<file path="src/sv/assert_macros.svh">
// assertion macros shared by the allocator rtl
`ifndef ASSERT_MACROS_SVH
`define ASSERT_MACROS_SVH
`ifndef ASSERT_OFF
// implication or plain property checked on every clock edge outside reset
`define ARA_ASSERT(label, prop, msg) \
	label: assert property (@(posedge clk) disable iff (!arst_n) prop) else $error(msg);
// condition that must never be seen on a clock edge outside reset
`define ARA_NEVER(label, expr, msg) \
	label: assert property (@(posedge clk) disable iff (!arst_n) !(expr)) else $error(msg);
`else
`define ARA_ASSERT(label, prop, msg)
`define ARA_NEVER(label, expr, msg)
`endif
`endif

</file>
<file path="src/sv/ara_ram.sv">
// generic single write port ram with registered read
module ara_ram #(
	parameter int WIDTH = 8,
	parameter int DEPTH = 16
) (
	input  logic                     clk,
	input  logic                     we,
	input  logic [$clog2(DEPTH)-1:0] waddr,
	input  logic [WIDTH-1:0]         wdata,
	input  logic [$clog2(DEPTH)-1:0] raddr,
	output logic [WIDTH-1:0]         rdata
);

	logic [WIDTH-1:0] mem_q [DEPTH];

	always_ff @(posedge clk) begin
		if (we) begin
			mem_q[waddr] <= wdata;
		end
		rdata <= mem_q[raddr];
	end

endmodule

</file>
<file path="config.mk">
export PLATFORM = sky130hd
export DESIGN_NAME = ara_ram
export DESIGN_NICKNAME = d
export VERILOG_FILES = /design/src/sv/assert_macros.svh /design/src/sv/ara_ram.sv
export SDC_FILE = /design/constraint.sdc
export NUM_CORES = 1
export LEC_CHECK = 0
export BUFFER_PORTS_ARGS = -buffer_cell sky130_fd_sc_hd__buf_2
export CAP_MARGIN = 20
export CORE_MARGIN = 2
export CORE_UTILIZATION = 35
export DETAILED_ROUTE_END_ITERATION = 8
export HOLD_SLACK_MARGIN = 0.12
export PLACE_DENSITY = 0.53
export RECOVER_POWER = 25
export SLEW_MARGIN = 20
export SYNTH_ARGS = -nofsm -noshare
export SYNTH_HDL_FRONTEND = slang
export SYNTH_SLANG_ARGS = --single-unit
export TNS_END_PERCENT = 100
</file>
<file path="constraint.sdc">
create_clock -name clk -period 3.1 [get_ports clk]
set_input_delay 0.465 -clock clk [delete_from_list [all_inputs] [get_ports clk]]
set_output_delay 0.465 -clock clk [all_outputs]
set_load 0.03 [all_outputs]
</file>
Yosys cells after proc, flatten, opt, wreduce, memory -nomap -nowiden --
Memories as Yosys holds them, arrays and structs flattened. A register that Yosys moved wholly into a read port is not among the register bits. Cells that the tools add are included.
Cells by class: $add $sub $neg 0, $mul 0, div/mod/pow operators 0, order comparisons 0, eq/ne operators 0, shift operators 0, multiplexer cells 2, bitwise gates (word level) 0, reduce and logical (&&, ||, !) cells 0
Operators with widths (count):
- $mux W1 | 2
Storage, ports and cells: register bits after elaboration 0, latch bits 0, memory bits (writable) 128, ROM bits 0, input bits 18, output and inout port bits 8, logic and storage cells 3, memories kept 1
Memories:
- mem_q | words 16, width 8, read ports 1, clocked after Yosys merged registers in 1, write ports 1, line ara_ram.sv:14 | logic [WIDTH-1:0] mem_q [DEPTH];

Depth between registers and ports, before layout --
Gate-level depths: netlist of the first run.
depth after elaboration 2, depth in mapped cells 5

Worst setup path after synthesis of the first run --
No wires, ideal clock.
path type in2reg, start point input port waddr[2], end point memory mem_q[0][0] (enable), library setup time 383 ps, data arrival time 1575 ps, slack 1142 ps, stages on the path 2, cell sequence or3b_2 > nor3_1
RTL lines:
- from (decl) | line ara_ram.sv:8 | input logic [$clog2(DEPTH)-1:0] waddr,
- to (decl) | line ara_ram.sv:14
Straight into the memory's write port.

==> out/summary.txt, run 1 <==
run status -> finished, final reports clean
Iteration-0 DRC Markers -> 193
CP endpoint kind -> flop
Startpoint Class -> input port
WL final -> 10500 um
FMAX -> 543 MHz
Final Skew -> 0.00529 ns
Synth Cell Area -> 5150 um2
cts bufs inserted -> 17
CP cell instances -> buf_2 -> buf_4 -> mux4_1 -> a22oi_1 -> nand2_1
ant diodes -> 0
final setup fails -> 0
Most used DFF post-synth -> edfxtp_1
Initial Util -> 0.357
DRT Pass-1 Iters -> 5
share of synthesized registers carrying an async set or reset -> 0
GRT Overall Usage -> 0.142
Yosys reg bits -> 136
Slowest-stage cell, CP -> mux4_1
crit path max fanout -> 18
TNS Setup -> 0 ns
Area Overhead vs Synth -> 17.9%
ratio of cells with drive above 1 in the final layout -> 0.270
global placer's final weighted congestion -> 0.710
largest net degree at the start of global routing -> 28
post-CTS sizing -> 0
WP data required -> 3.40 ns
floorplan die width -> 125 um
hpwl dp -> 6670 um
syn nets -> 247
Syn Inst Count -> 229
slowest stage delay, CP -> 0.58 ns
clock sink count -> 136
antenna viol nets, final -> 0
clk_lat worst skew -> 0.42 ns
IO Pins -> 26
first-pass GRT wire length -> 15700 um
Syn Area/Cell -> 22.5 um2
Unique masters post-synth -> 19
RSZ-0062 raised after global routing -> false
H-Tree Level Count -> 4
Reg clk slew, reported paths -> 0.06 ns
CTS tree -> yes
placed cell area -> 5490 um2
sequential element share of the synthesized area -> 0.778
relative slew slack -> 0.380
Final Cycle Share -> 0.594
buffer depth of the longest clock path -> 2
final hold violation count -> 0
Wirelength per Cell -> 22.3 um
Synth area leader -> edfxtp_1
final core utilization -> 0.421
Finished Cell Area -> 6070 um2
total power -> 4280 uW
most frequent cells in the layout -> edfxtp_1, buf_2, mux4_2
port bufs -> 25
synthesis warning total -> 0
vias in the first global route -> 2478
Post-CTS Setup Repair Bufs -> 0
Max IR drop VDD -> 0.635 mV
cell leakage power -> 0.00201 uW
initial antenna violation count -> 0
Critical Path AT -> 2.14 ns
PwrDens -> 704 nW/um2
Yosys top cell area share -> 0.747
Die Area -> 15700 um2
Post-synth EDFFs -> 128
Hold Path Class -> input port to flop
CTS Root Buffer Type -> clkbuf_16
core area -> 14400 um2
commonest non-fill, non-tap cell in the layout -> edfxtp_1
fin crit period -> 1.84 ns
cts hold-fix bufs -> 0
Via Count -> 2411
CP Class -> input port to flop
Area contributors post-synth -> edfxtp_1, mux4_2, mux4_1
num rows -> 44
max-cap violations -> 0
drt via density -> 5.14
# nets final -> 291
Die Y -> 125 um
Final Max Slew Viols -> 0
DRC viols -> 0
Overflow after GRT -> 0
Slew @ Worst Pin -> 0.927 ns
-- cell families after synthesis --
logic type	after synthesis	share of synthesized area
flip-flops	136	0.778
AO/OA/AOI/OAI	16	0.0233
multiplexers	32	0.150
buffers and inverters	10	0.0168
AND/OR/NAND/NOR	35	0.0318
-- layout make-up --
cell class	instances	area, um2
fill	1271	8350
clock inverter	13	155
sequential	136	4000
clock buffer	18	429
multi-input combinational	83	1060
tap	184	230
timing repair buffer	35	194
-- cells in the mapped netlist (2+ instances only) --
cell and count:
nand2b_1 2, nor3_1 4, dfxtp_1 8, nor2_1 13
clkdlybuf4s25_2 3, edfxtp_1 128, a22oi_1 16, buf_6 3
nand3b_1 2, buf_2 3, mux4_1 14, nand2_1 9
mux4_2 18
-- final timing paths --
kind / start / end / slack [ns] / cells past startpoint
setup / recovery: raddr[0] / rdata[1]$_DFF_P_ / 1.26 / 5
hold / removal: wdata[1] / mem_q[11][1]$_DFFE_PP_ / 0.47 / 1
hold reg to reg: mem_q[14][6]$_DFFE_PP_ / rdata[6]$_DFF_P_ / 0.68 / 3
setup reg to reg: mem_q[4][4]$_DFFE_PP_ / rdata[4]$_DFF_P_ / 1.72 / 3
-- metrics by stage --
stage,setup WS (ns),std cells,hold slack (ns)
floorplan,1.14,229,0.564
detailed placement,0.792,438,0.670
global route,1.12,469,0.472
finish,1.26,469,0.466
CTS,1.23,469,0.434
global placement,0.826,438,0.652
-- state kept, by name, indices dropped and copies added, names as in the netlist --
register,cells
mem_q,128
rdata,8
-- metal layers --
| metal | part of all wire | vias up | global-route usage |
|---|---|---|---|
| met5 | 0 | - | 0 |
| met1 | 0.47 | 1271 | 0.189 |
| met4 | 0.015 | 0 | 0.0510 |
| met2 | 0.48 | 61 | 0.221 |
| met3 | 0.042 | 16 | 0.0449 |
| li1 | - | 1063 | - |
-- worst max-delay path, delay by kind of cell --
kind,cells,cell delay [ns]
buf+inv,2,0.81
simple gates,1,0.07
compound gates,1,0.20
mux,1,0.58
-- power breakdown --
group          internal (uW)  total [uW]  leakage (uW)  switching, uW
Combinational           76.4         211      0.000509            135
Sequential              2060        2070       0.00122           11.4
Clock                   1250        2000      0.000273            745
Total                   3390        4280       0.00201            891
Power figures use the tool's default switching activity.
==> inputs of run 2 (changes only) <==
==> constraint.sdc (replaced) <==
create_clock -name clk -period 1.7 [get_ports clk]
set_input_delay 0.255 -clock clk [delete_from_list [all_inputs] [get_ports clk]]
set_output_delay 0.255 -clock clk [all_outputs]
set_load 0.03 [all_outputs]
==> out/summary.txt, run 2 (synthesis gave the netlist of run 1 again) <==
drt via density -> 5.03 (-2.1%)
Reg clk slew, reported paths -> 0.05 ns (about the same)
ant diodes -> 0 (unchanged)
global placer's final weighted congestion -> 0.739 (+4.2%)
Buf/Inv on CP -> 0 (-2)
placed cell area -> 5670 um2 (+3.3%)
floorplan die width -> 125 um (unchanged)
IO Pins -> 26 (unchanged)
cell leakage power -> 0.00211 uW (+5.4%)
Via Count -> 2452 (+1.7%)
most frequent cells in the layout -> edfxtp_1, buf_4, buf_2
Die Area -> 15700 um2 (unchanged)
Critical Path AT -> 1.65 ns (-0.49 ns)
num rows -> 44 (unchanged)
Post-CTS Setup Repair Bufs -> 0 (unchanged)
run status -> finished, final reports clean
largest net degree at the start of global routing -> 33 (+18%)
relative slew slack -> 0.493 (+0.114)
slowest stage delay, CP -> 0.51 ns (-0.07 ns)
CP endpoint kind -> flop
Fin Hold WS -> 0.249 ns (-0.217 ns)
Final Max Slew Viols -> 0 (unchanged)
CP Class -> flop to flop
switching power -> 1530 uW (+71%)
H-Tree Level Count -> 4 (unchanged)
DRC viols -> 0 (unchanged)
post-CTS sizing -> 0 (unchanged)
Wirelength per Cell -> 21.3 um (-4.6%)
Pint -> 6200 uW (+83%)
FMAX -> 733 MHz
Clk pwr share -> 0.459 (-0.008)
antenna viol nets, final -> 0 (unchanged)
Slew @ Worst Pin -> 0.758 ns (-0.169 ns)
Area Overhead vs Synth -> 21.2%
# nets final -> 308 (+5.8%)
WL final -> 10400 um (-0.93%)
clk_lat worst skew -> 0.41 ns (about the same)
Finished Cell Area -> 6240 um2 (+2.8%)
Iteration-0 DRC Markers -> 193 (unchanged)
final core utilization -> 0.433 (+0.0117)
ratio of cells with drive above 1 in the final layout -> 0.300 (+0.0302)
Hold Path Class -> input port to flop
GRT Overall Usage -> 0.141 (-0.000704)
critical path's top delay family -> multiplexers
Initial Util -> 0.357 (unchanged)
Overflow after GRT -> 0 (unchanged)
cts bufs inserted -> 17 (unchanged)
DRT Pass-1 Iters -> 4 (-1)
fill count -> 1264 (-0.55%)
PwrDens -> 1240 nW/um2 (+76%)
CTS Root Buffer Type -> clkbuf_16
crit path max fanout -> 1 (-17)
buffer depth of the longest clock path -> 2 (unchanged)
WP data required -> 1.99 ns (-1.41 ns)
vias in the first global route -> 2529 (+2.1%)
CP cell instances -> mux4_1 -> a22oi_1 -> nand2_1
clock sink count -> 136 (unchanged)
cts hold-fix bufs -> 0 (unchanged)
hpwl dp -> 6650 um (-0.38%)
RSZ-0062 raised after global routing -> false
initial antenna violation count -> 0 (unchanged)
Final Skew -> 0.00590 ns (+0.000608 ns)
fin crit period -> 1.36 ns
portion of total power attributed to sequential cells -> 0.489 (+0.005)
final hold violation count -> 0 (unchanged)
Sw Share -> 0.198 (-0.0107)
Cells after DPL -> 455 (+3.9%)
Finished Layout Cells -> 487 (+3.8%)
Die Y -> 125 um (unchanged)
port bufs -> 25 (unchanged)
CTS tree -> yes
Slowest-stage cell, CP -> mux4_1
max-cap violations -> 0 (unchanged)
largest registers -> mem_q: 128 flops, rdata: 8 flops
core area -> 14400 um2 (unchanged)
Reg with most FFs -> mem_q
first-pass GRT wire length -> 15700 um (+0.13%)
final setup fails -> 0 (unchanged)
Logic pwr share -> 0.052 (+0.003)
Largest register FFs -> 128 (unchanged)
commonest non-fill, non-tap cell in the layout -> edfxtp_1
Final Cycle Share -> 0.802
Max IR drop VDD -> 0.716 mV (+13%)
Startpoint Class -> flop
## run 2: final timing paths
check | start | slack [ns] | endpoint | cells past startpoint
worst max-delay path | mem_q[9][2]$_DFFE_PP_ | 0.34 | rdata[2]$_DFF_P_ | 3
worst min-delay path | wdata[2] | 0.25 | mem_q[10][2]$_DFFE_PP_ | 1
worst max register to register | mem_q[9][2]$_DFFE_PP_ | 0.34 | rdata[2]$_DFF_P_ | 3
worst min register to register | mem_q[4][1]$_DFFE_PP_ | 0.66 | rdata[1]$_DFF_P_ | 3
## run 2: layout make-up
| class | count | area, um2 | area share |
|---|---|---|---|
| Clock inverter | 10 | 128 | 0.0205 |
| Multi-Input combinational cell | 83 | 1060 | 0.170 |
| Clock buffer | 22 | 444 | 0.0712 |
| Tap cell | 184 | 230 | 0.0369 |
| Timing Repair Buffer | 52 | 370 | 0.0594 |
| Sequential cell | 136 | 4000 | 0.642 |
## run 2: power by group through the flow
| stage | logic, uW | clock network (uW) | registers, uW |
|---|---|---|---|
| 2_1_floorplan | 191 | 0 | 3880 |
| 3_3_place_gp | 406 | 0 | 3840 |
| 3_5_place_dp | 412 | 0 | 3840 |
| 4_1_cts | 413 | 3610 | 3780 |
| 5_1_grt | 438 | 3740 | 3780 |
| 6_report | 402 | 3540 | 3780 |
## run 2: worst register-to-register path: stages, from the launching register on
cell and delay (ns):
edfxtp_1 0.35, mux4_1 0.51, a22oi_1 0.31, nand2_1 0.08
## run 2: per-layer routing
metal  vias up  global-route usage  part of all wire
li1       1093                   -                 -
met1      1281               0.205              0.48
met5         -                   0                 0
met4         0              0.0569             0.012
met2        67               0.205              0.45
met3        11              0.0372             0.058
## run 2: stage by stage
| stage | worst slack [ns] | power [uW] | setup TNS, ns |
|---|---|---|---|
| after floorplan | 0.179 | 4070 | 0 |
| final | 0.336 | 7720 | 0 |
| after CTS | 0.301 | 7800 | 0 |
| after detailed placement | -0.0728 | 4260 | -0.121 |
| after global placement | -0.0517 | 4250 | -0.0978 |
| after global routing | 0.253 | 7960 | 0 |
==> inputs of run 3 (changes only) <==
==> constraint.sdc (replaced) <==
create_clock -name clk -period 1.42 [get_ports clk]
set_input_delay 0.213 -clock clk [delete_from_list [all_inputs] [get_ports clk]]
set_output_delay 0.213 -clock clk [all_outputs]
set_load 0.03 [all_outputs]
==> out/summary.txt, run 3 (synthesis gave the netlist of run 1 again) <==
run status -> finished, final reports clean
multi-input logic area -> 1070 um2 (+0.47%)
Final Skew -> 0.00914 ns (+0.00325 ns)
Startpoint Class -> flop
Final Max Slew Viols -> 0 (unchanged)
cts hold-fix bufs -> 0 (unchanged)
Largest register FFs -> 128 (unchanged)
DRC viols -> 0 (unchanged)
drt via density -> 5.01 (-0.53%)
IO Pins -> 26 (unchanged)
PwrDens -> 1490 nW/um2 (+21%)
WHS Endpoint -> mem_q[13][3]$_DFFE_PP_
clk_lat worst skew -> 0.41 ns (about the same)
floorplan die width -> 125 um (unchanged)
first-pass GRT wire length -> 15900 um (+1.5%)
largest net degree at the start of global routing -> 24 (-27%)
final setup fails -> 0 (unchanged)
cts bufs inserted -> 17 (unchanged)
CTS tree -> yes
WL final -> 10000 um (-3.2%)
DRT Pass-1 Iters -> 4 (unchanged)
R2R Setup Slk -> 0.07 ns (-0.27 ns)
GRT Overall Usage -> 0.141 (about the same)
max-cap violations -> 0 (unchanged)
Initial Util -> 0.357 (unchanged)
H-Tree Level Count -> 4 (unchanged)
Hold Startpoint -> wdata[3]
Hold Path Class -> input port to flop
Finished Layout Cells -> 494 (+1.4%)
Slew @ Worst Pin -> 0.810 ns (+0.0520 ns)
Cells after DPL -> 462 (+1.5%)
Die Area -> 15700 um2 (unchanged)
clock sink count -> 136 (unchanged)
largest registers -> mem_q: 128 flops, rdata: 8 flops
hold path depth -> 1 (unchanged)
capturing point of the worst reg2reg path -> rdata[4]$_DFF_P_
CP Class -> flop to flop
Reg clk slew, reported paths -> 0.06 ns (about the same)
Reg with most FFs -> mem_q
fin crit period -> 1.35 ns (-0.0101 ns)
global placer's final weighted congestion -> 0.703 (-4.9%)
# nets final -> 315 (+2.3%)
Final Cycle Share -> 0.953 (+0.151)
Iteration-0 DRC Markers -> 230 (+19%)
most frequent cells in the layout -> edfxtp_1, buf_4, buf_2
buffer depth of the longest clock path -> 2 (unchanged)
hpwl dp -> 6700 um (+0.80%)
crit path max fanout -> 1 (unchanged)
port bufs -> 25 (unchanged)
Area Overhead vs Synth -> 23.1%
ant diodes -> 0 (unchanged)
initial antenna violation count -> 0 (unchanged)
WP data required -> 1.71 ns (-0.28 ns)
relative slew slack -> 0.459 (-0.0348)
Wirelength per Cell -> 20.3 um (-4.6%)
cell leakage power -> 0.00218 uW (+3.1%)
Via Count -> 2474 (+0.90%)
num rows -> 44 (unchanged)
CTS Root Buffer Type -> clkbuf_16
Die Y -> 125 um (unchanged)
final core utilization -> 0.439 (+0.00668)
antenna viol nets, final -> 0 (unchanged)
Critical Path AT -> 1.64 ns (about the same)
FMAX -> 739 MHz (+0.74%)
Max IR drop VDD -> 0.751 mV (+4.9%)
RSZ-0062 raised after global routing -> false
reg2reg path depth -> 3 (unchanged)
Critical R2R Launch -> mem_q[0][4]$_DFFE_PP_
core area -> 14400 um2 (unchanged)
ratio of cells with drive above 1 in the final layout -> 0.332 (+0.0319)
vias in the first global route -> 2644 (+4.5%)
fill count -> 1264 (unchanged)
final hold violation count -> 0 (unchanged)
storage element area -> 4000 um2 (unchanged)
Overflow after GRT -> 0 (unchanged)
CP endpoint kind -> flop
Fin Hold WS -> 0.196 ns (-0.0525 ns)
commonest non-fill, non-tap cell in the layout -> edfxtp_1
## run 3: worst max-delay path by stage
stage,startpoint,cells past startpoint,endpoint,slack [ns]
2_1_floorplan,waddr[2],2,mem_q[3][0]$_DFFE_PP_,-0.06
3_3_place_gp,raddr[0],6,rdata[1]$_DFF_P_,-0.33
3_5_place_dp,raddr[0],6,rdata[1]$_DFF_P_,-0.33
4_1_cts,mem_q[9][1]$_DFFE_PP_,3,rdata[1]$_DFF_P_,0.04
5_1_grt,mem_q[8][1]$_DFFE_PP_,3,rdata[1]$_DFF_P_,0.002
6_report,mem_q[0][4]$_DFFE_PP_,3,rdata[4]$_DFF_P_,0.07
## run 3: metal layers
layer | vias up | track usage | share of wire
met5 | - | 0 | 0
met4 | 0 | 0.0549 | 0.014
met3 | 11 | 0.0411 | 0.044
met2 | 57 | 0.210 | 0.46
met1 | 1294 | 0.198 | 0.48
li1 | 1112 | - | -
## run 3: timing repair
item,4_1_cts,5_1_grt
gates resized for setup,0,1
buffers inserted,0,0
endpoints found under the setup margin,0,1
## run 3: where the power goes
part / internal, uW / switching, uW
combinational: 203 / 289
clock: 2940 / 1500
sequential: 4490 / 27.0
total: 7630 / 1820
## run 3: final cells by class
cell class,instances,area share
clock buffer,24,0.0776
multi-input combinational,83,0.168
tap,184,0.0363
sequential,136,0.632
timing repair buffer,59,0.0668
clock inverter,8,0.0188
## run 3: per-stage QoR
step	setup WS [ns]	total power (uW)	TNS, ns	cell area, um2
6_report	0.0665	9450	0	6330
5_1_grt	0.00210	9760	0	6330
4_1_cts	0.0409	9540	0	6340
3_5_place_dp	-0.332	5100	-3.67	5730
3_3_place_gp	-0.334	5090	-3.78	5730
2_1_floorplan	-0.0591	4870	-1.76	5150
## run 3: critical path: stages (launching register included)
cell and delay, ns:
edfxtp_1 0.37, mux4_2 0.46, a22oi_1 0.33, nand2_1 0.08
